`src/rtl/u8u16_pkg.sv`:
```
// ----------------------------------------------------------------------------
// u8u16_pkg
// Shared types and constants for the strict UTF-8 to UTF-16 transcoder.
// ----------------------------------------------------------------------------
package u8u16_pkg;

  // Result status codes.
  typedef enum logic [2:0] {
    ST_OK          = 3'd0,
    ST_BAD_LEAD    = 3'd1,
    ST_TRUNCATED   = 3'd2,
    ST_BAD_CONT    = 3'd3,
    ST_OVERLONG    = 3'd4,
    ST_SURROGATE   = 3'd5,
    ST_RANGE       = 3'd6,
    ST_DROPPED_END = 3'd7
  } status_t;

  // One input beat: a raw byte and its end-of-string flag.
  typedef struct packed {
    logic [7:0] byte_value;
    logic       end_of_string;
  } byte_beat_t;

  // One result beat.
  typedef struct packed {
    logic [15:0] code_unit;
    status_t     status;
    logic        run_last;
    logic        string_done;
  } unit_beat_t;

  localparam logic [20:0] SURR_LO   = 21'h00D800;
  localparam logic [20:0] SURR_HI   = 21'h00DFFF;
  localparam logic [20:0] CP_MAX    = 21'h10FFFF;
  localparam logic [20:0] BMP_MAX   = 21'h00FFFF;
  localparam logic [20:0] PLANE1    = 21'h010000;
  localparam logic [15:0] HIGH_BASE = 16'hD800;
  localparam logic [15:0] LOW_BASE  = 16'hDC00;

  // Smallest code point allowed for a sequence with the given number of
  // continuation bytes.
  function automatic logic [20:0] overlong_min(input logic [1:0] seq_len);
    case (seq_len)
      2'd1:    overlong_min = 21'h000080;
      2'd2:    overlong_min = 21'h000800;
      2'd3:    overlong_min = 21'h010000;
      default: overlong_min = 21'h000000;
    endcase
  endfunction

endpackage

```
`src/rtl/utf8_to_utf16_transcoder.sv`:
```
// ----------------------------------------------------------------------------
// utf8_to_utf16_transcoder
// Strict UTF-8 to UTF-16 transcoder taking one byte per beat.
// ----------------------------------------------------------------------------
// Each result is registered into the result queue when its byte is taken.
// Throughput: one byte per cycle while byte_stall is low; a surrogate pair
// fills two queue entries. The four-entry result queue stalls input while it
// holds more than two results; pairs drain one unit per cycle when unstalled.
// Reset clears the decode state and empties the result queue.
module utf8_to_utf16_transcoder
  import u8u16_pkg::*;
(
  input  logic       clk,
  input  logic       rst,
  input  logic       byte_valid,
  output logic       byte_stall,
  input  byte_beat_t byte_beat,
  output logic       unit_valid,
  input  logic       unit_stall,
  output unit_beat_t unit_beat
);

  // Decode state.
  logic [20:0] partial_point, partial_point_next;
  logic [1:0]  bytes_due, bytes_due_next;
  logic [1:0]  sequence_length, sequence_length_next;
  logic        discarding, discarding_next;

  // Result queue.
  unit_beat_t  queue_mem [4];
  logic [1:0]  head, tail;
  logic [2:0]  count, count_next;

  logic        accept;
  logic        pop;
  logic [1:0]  push_n;
  unit_beat_t  res0, res1;

  // Decode scratch values.
  logic        is_end;
  logic [7:0]  b;
  logic [20:0] shifted_point;
  logic [20:0] cp_off;
  logic        err;
  status_t     err_status;
  logic [1:0]  due_dec;

  assign accept     = byte_valid && !byte_stall;
  assign pop        = unit_valid && !unit_stall;
  assign byte_stall = (count > 3'd2);
  assign unit_valid = (count != 3'd0);
  assign unit_beat  = queue_mem[head];

  assign is_end        = byte_beat.end_of_string;
  assign b             = byte_beat.byte_value;
  assign shifted_point = {partial_point[14:0], b[5:0]};
  assign cp_off        = shifted_point - PLANE1;
  assign due_dec       = bytes_due - 2'd1;

  // Decode one byte into up to two results and the next state.
  always_comb begin
    partial_point_next   = partial_point;
    bytes_due_next       = bytes_due;
    sequence_length_next = sequence_length;
    discarding_next      = discarding;
    push_n               = 2'd0;
    res0                 = '0;
    res1                 = '0;
    err                  = 1'b0;
    err_status           = ST_OK;

    if (accept) begin
      if (discarding) begin
        // Drop bytes after an error; the end byte closes the string.
        if (is_end) begin
          push_n           = 2'd1;
          res0.status      = ST_DROPPED_END;
          res0.run_last    = 1'b1;
          res0.string_done = 1'b1;
          discarding_next  = 1'b0;
        end
      end else if (bytes_due == 2'd0) begin
        // Lead byte.
        if (!b[7]) begin
          push_n           = 2'd1;
          res0.code_unit   = {8'h00, b};
          res0.status      = ST_OK;
          res0.run_last    = 1'b1;
          res0.string_done = is_end;
        end else if (b[7:5] == 3'b110) begin
          if (is_end) begin
            err = 1'b1; err_status = ST_TRUNCATED;
          end else begin
            partial_point_next   = {16'h0000, b[4:0]};
            bytes_due_next       = 2'd1;
            sequence_length_next = 2'd1;
          end
        end else if (b[7:4] == 4'b1110) begin
          if (is_end) begin
            err = 1'b1; err_status = ST_TRUNCATED;
          end else begin
            partial_point_next   = {17'h00000, b[3:0]};
            bytes_due_next       = 2'd2;
            sequence_length_next = 2'd2;
          end
        end else if (b[7:3] == 5'b11110) begin
          if (is_end) begin
            err = 1'b1; err_status = ST_TRUNCATED;
          end else begin
            partial_point_next   = {18'h00000, b[2:0]};
            bytes_due_next       = 2'd3;
            sequence_length_next = 2'd3;
          end
        end else begin
          err = 1'b1; err_status = ST_BAD_LEAD;
        end
      end else if (b[7:6] != 2'b10) begin
        // A continuation byte was due but something else came.
        err = 1'b1; err_status = ST_BAD_CONT;
      end else if (due_dec != 2'd0) begin
        // Sequence still open.
        if (is_end) begin
          err = 1'b1; err_status = ST_TRUNCATED;
        end else begin
          partial_point_next = shifted_point;
          bytes_due_next     = due_dec;
        end
      end else begin
        // Sequence complete: validate and emit.
        if (shifted_point < overlong_min(sequence_length)) begin
          err = 1'b1; err_status = ST_OVERLONG;
        end else if (shifted_point >= SURR_LO && shifted_point <= SURR_HI) begin
          err = 1'b1; err_status = ST_SURROGATE;
        end else if (shifted_point > CP_MAX) begin
          err = 1'b1; err_status = ST_RANGE;
        end else if (shifted_point <= BMP_MAX) begin
          push_n           = 2'd1;
          res0.code_unit   = shifted_point[15:0];
          res0.status      = ST_OK;
          res0.run_last    = 1'b1;
          res0.string_done = is_end;
        end else begin
          push_n           = 2'd2;
          res0.code_unit   = HIGH_BASE | {6'h00, cp_off[19:10]};
          res0.status      = ST_OK;
          res1.code_unit   = LOW_BASE | {6'h00, cp_off[9:0]};
          res1.status      = ST_OK;
          res1.run_last    = 1'b1;
          res1.string_done = is_end;
        end
        partial_point_next   = '0;
        bytes_due_next       = 2'd0;
        sequence_length_next = 2'd0;
      end

      // Any error clears the state and reports once.
      if (err) begin
        partial_point_next   = '0;
        bytes_due_next       = 2'd0;
        sequence_length_next = 2'd0;
        res0.code_unit       = '0;
        res0.status          = err_status;
        if (is_end) begin
          push_n           = 2'd2;
          res0.run_last    = 1'b0;
          res0.string_done = 1'b0;
          res1.code_unit   = '0;
          res1.status      = ST_DROPPED_END;
          res1.run_last    = 1'b1;
          res1.string_done = 1'b1;
          discarding_next  = 1'b0;
        end else begin
          push_n           = 2'd1;
          res0.run_last    = 1'b1;
          res0.string_done = 1'b0;
          discarding_next  = 1'b1;
        end
      end else if (is_end) begin
        // The end byte always leaves the reset state behind.
        partial_point_next   = '0;
        bytes_due_next       = 2'd0;
        sequence_length_next = 2'd0;
        discarding_next      = 1'b0;
      end
    end
  end

  assign count_next = count + {1'b0, push_n} - {2'b00, pop};

  // Decode state and queue pointers.
  always_ff @(posedge clk) begin
    if (rst) begin
      partial_point   <= '0;
      bytes_due       <= 2'd0;
      sequence_length <= 2'd0;
      discarding      <= 1'b0;
      head            <= 2'd0;
      tail            <= 2'd0;
      count           <= 3'd0;
    end else begin
      partial_point   <= partial_point_next;
      bytes_due       <= bytes_due_next;
      sequence_length <= sequence_length_next;
      discarding      <= discarding_next;
      tail            <= tail + push_n;
      if (pop) begin
        head <= head + 2'd1;
      end
      count <= count_next;
    end
  end

  // Result queue storage.
  always_ff @(posedge clk) begin
    if (push_n != 2'd0) begin
      queue_mem[tail] <= res0;
    end
    if (push_n == 2'd2) begin
      queue_mem[tail + 2'd1] <= res1;
    end
  end

  // The queue never overfills.
  a_count_bound: assert property (@(posedge clk) disable iff (rst)
    count <= 3'd4)
    else $error("result queue count exceeds its depth");

  // An accepted end byte always produces at least one result.
  a_end_yields: assert property (@(posedge clk) disable iff (rst)
    (accept && byte_beat.end_of_string) |-> (push_n != 2'd0))
    else $error("end byte produced no result");

  // After an end byte the decoder is back in its reset state.
  a_end_clears: assert property (@(posedge clk) disable iff (rst)
    (accept && byte_beat.end_of_string) |=>
      (bytes_due == 2'd0 && !discarding && sequence_length == 2'd0))
    else $error("state not cleared after end byte");

  // While dropping bytes, only the end byte gives a result.
  a_discard_quiet: assert property (@(posedge clk) disable iff (rst)
    (accept && discarding && !byte_beat.end_of_string) |-> (push_n == 2'd0))
    else $error("result produced while discarding");

endmodule
```
`config.mk`:
```
export PLATFORM = sky130hd
export DESIGN_NAME = utf8_to_utf16_transcoder
export DESIGN_NICKNAME = d
export VERILOG_FILES = /design/src/rtl/u8u16_pkg.sv /design/src/rtl/utf8_to_utf16_transcoder.sv
export SDC_FILE = /design/constraint.sdc
export NUM_CORES = 1
export LEC_CHECK = 0
export BUFFER_PORTS_ARGS = -buffer_cell sky130_fd_sc_hd__buf_2
export CORE_MARGIN = 2
export CORE_UTILIZATION = 66
export CTS_CLUSTER_SIZE = 10
export DETAILED_ROUTE_END_ITERATION = 10
export PLACE_DENSITY = 0.95
export SLEW_MARGIN = 20
export SYNTH_ARGS = -nofsm -noshare
export SYNTH_HDL_FRONTEND = slang
export SYNTH_SLANG_ARGS = --single-unit
```
`constraint.sdc`:
```
create_clock -name clk -period 7.6 [get_ports clk]
set_clock_uncertainty 0.05 [all_clocks]
set_input_delay 0.38 -clock clk [delete_from_list [all_inputs] [get_ports clk]]
set_output_delay 0.38 -clock clk [all_outputs]
set_load 0.01 [all_outputs]
```
==> impl_metrics.ini <==
[pwr]
power_frac_comb_pct = 23.1
power.internal_mw = 1.47
p_switching_uw = 639
p_sw_share_pct = 30.3
power.density_nw_per_um2 = 320
clkPwrFrac_pct = 39.7
seqPwrFrac_pct = 37.2
cellLeakagePower_nw = 2.38
ir_drop_v = 0.000157
finalPower_mw = 2.11

[die]
die_w_um = 98.1
num_rows = 34
die_height_um = 98.1
io_pins = 36
dieArea_um2 = 9620
core_um2 = 8640
start_util_pct = 67.6

[clocking]
clock_sinks = 113
cts_htree_levels = 4
clkLatencyLatePin_ps = 540
ctsResizeCount = 0
cts_setup_buffers = 0
clk_pin_slew_ps = 60
clock_path_buffers = 2
cts.hold.buffers_added = 0
cts_buffers = 17
cts_root_buf = clkbuf_8
cts_tree = built

[timing]
fin_ws_ps = 3360
slew_headroom_pct = 29.5
drv_slew = 0
min_period_ps = 4240
max_freq_mhz = 236
hold_viol_final = 0
rsz0062_at_grt = no
setup_violations = 0
tns_ps = 0
tightest_slew_ps = 1060
post-route-period-util_pct = 55.7

[logic_synthesis]
synth.distinct_cells = 66
syn_inst = 494
avgSynthCellArea_um2 = 11.8
synth.net_count = 513
seq_area_frac_synth_pct = 52.4
syn_area_um2 = 5840
synth_top_area_share_pct = 41.1
ys_ff_latch = 113
ys_async_sr_fraction_pct = 0
synth_most_common_cell = edfxtp_1
ys.flop_type = edfxtp_1
netlist_top_cells_count = 80 x edfxtp_1, 49 x a22o_1, 36 x nor2_1
synth_warnings = 0
synth_largest_area_cell = edfxtp_1
synth_area_leaders = edfxtp_1 41%, dfxtp_1 11%, mux4_2 8.1%
synth_edf_count = 80

[route]
firstDrtPassIters = 6
drtAntennaViolNets = 0
dr.first_iter.drc_count = 822
vias_per_cell = 7.33
wl_um = 15100
route.vias.total = 4646
drcViolationCount = 0
wire_per_inst_um = 23.8

[global_route]
antenna_found_initial = 0
grtUsageTotal_pct = 33.0
grt_pass1_wl_um = 24000
grt_max_degree = 22
grt_pass1_vias = 4370
grt_overflow = 0

[critical_path]
end_kind = register
cp.required_ps = 7710
crit_arrival_ps = 4350
start_kind = register
crit_fanout = 20
critPathKind = register to register

[run_status]
outcome = finished, final reports clean

[final_layout]
multiInputGateArea_um2 = 2550
drive_gt1_share_pct = 20.9
register_area_um2 = 3060
antenna_cells = 0
fillers = 520
nets = 532
flow.area_growth_from_synthesis_pct = 12.9

[worst_hold_path]
hold_path_class = input pin to register

[place]
portBuffers = 35
gp_congestion = 0.948
place_hpwl_um = 9840
pre_cts_ws_ps = 3010

[flow_run]
drv_cap = 0
## power groups by stage
stage	combinational, mW	sequential [mW]	clock [mW]
4_1_cts	0.483	0.785	0.836
3_5_place_dp	0.476	0.797	0
2_1_floorplan	0.375	0.765	0
5_1_grt	0.525	0.793	0.870
3_3_place_gp	0.462	0.791	0
6_report	0.488	0.786	0.837
## metal layers
layer  part of all wire (%)  global-route usage, %  vias to the layer above
li1                       -                      -                     1984
met1                     38                   45.7                     2214
met2                     48                   50.8                      372
met3                     11                   9.81                       76
met4                    3.5                   10.6                        0
met5                      0                      0                        -
## layout by cell type (no fill, tap or decap), types with 10 or more instances in the layout
cell type and count:
inv_1 13, dfxtp_1 33, mux4_2 21, edfxtp_1 80, nand3_1 11, o22ai_1 12
clkbuf_16 16, o21ai_1 13, a22o_1 49, buf_2 35, nor2_1 36, nand2_1 29
o21ai_0 34, nor3_1 10
## layout make-up
class	instances	area share [%]
clock buffers	17	6.28
clock inverters	15	3.11
inverters	13	0.740
multi-input cells	332	38.6
flip-flops and latches	113	46.4
well taps	108	2.05
repair buffers	36	2.77
## registers in the layout (all words and copies together), names as in the netlist, named ones only
register / flops
count: 3
discarding: 1
partial_point: 15
head: 2
bytes_due: 2
sequence_length: 2
tail: 2
queue_mem: 84
## cells by family after synthesis
| logic type | Yosys count | share of synthesized area [%] |
|---|---|---|
| muxes | 26 | 9.02 |
| and+or+nand+nor | 134 | 12.3 |
| AOI/OAI and AO/OA | 159 | 19.8 |
| buffers and inverters | 49 | 4.03 |
| xor gates and xnor gates | 7 | 1.05 |
| DFF | 113 | 52.4 |
| adders and majority gates | 6 | 1.41 |
## critical path: stages (launching register included)
cell and delay [ps]:
dfxtp_1 550, nand4_1 210, nor3_1 320, mux2_2 430
nor4b_4 380, nand2_1 270, nor3_2 780, nor3_1 190
inv_1 670
## metrics by stage
step	hold slack [ps]	std cells	area, um2	utilization (%)
2_1_floorplan	377	494	5840	-
3_3_place_gp	389	602	5970	69.2
3_5_place_dp	438	602	5970	69.2
4_1_cts	109	634	6590	76.3
5_1_grt	131	634	6600	76.4
6_report	129	634	6600	76.4
## worst paths after layout
check                      from            endpoint  slack (ps)  cells past startpoint
max            partial_point[2]     queue_mem[0][8]        3360                      8
min                byte_beat[2]    partial_point[1]         130                      2
max reg2reg    partial_point[2]     queue_mem[0][8]        3360                      8
min reg2reg  sequence_length[0]  sequence_length[0]         460                      2
No activity file was read; power rests on OpenSTA's default activity.
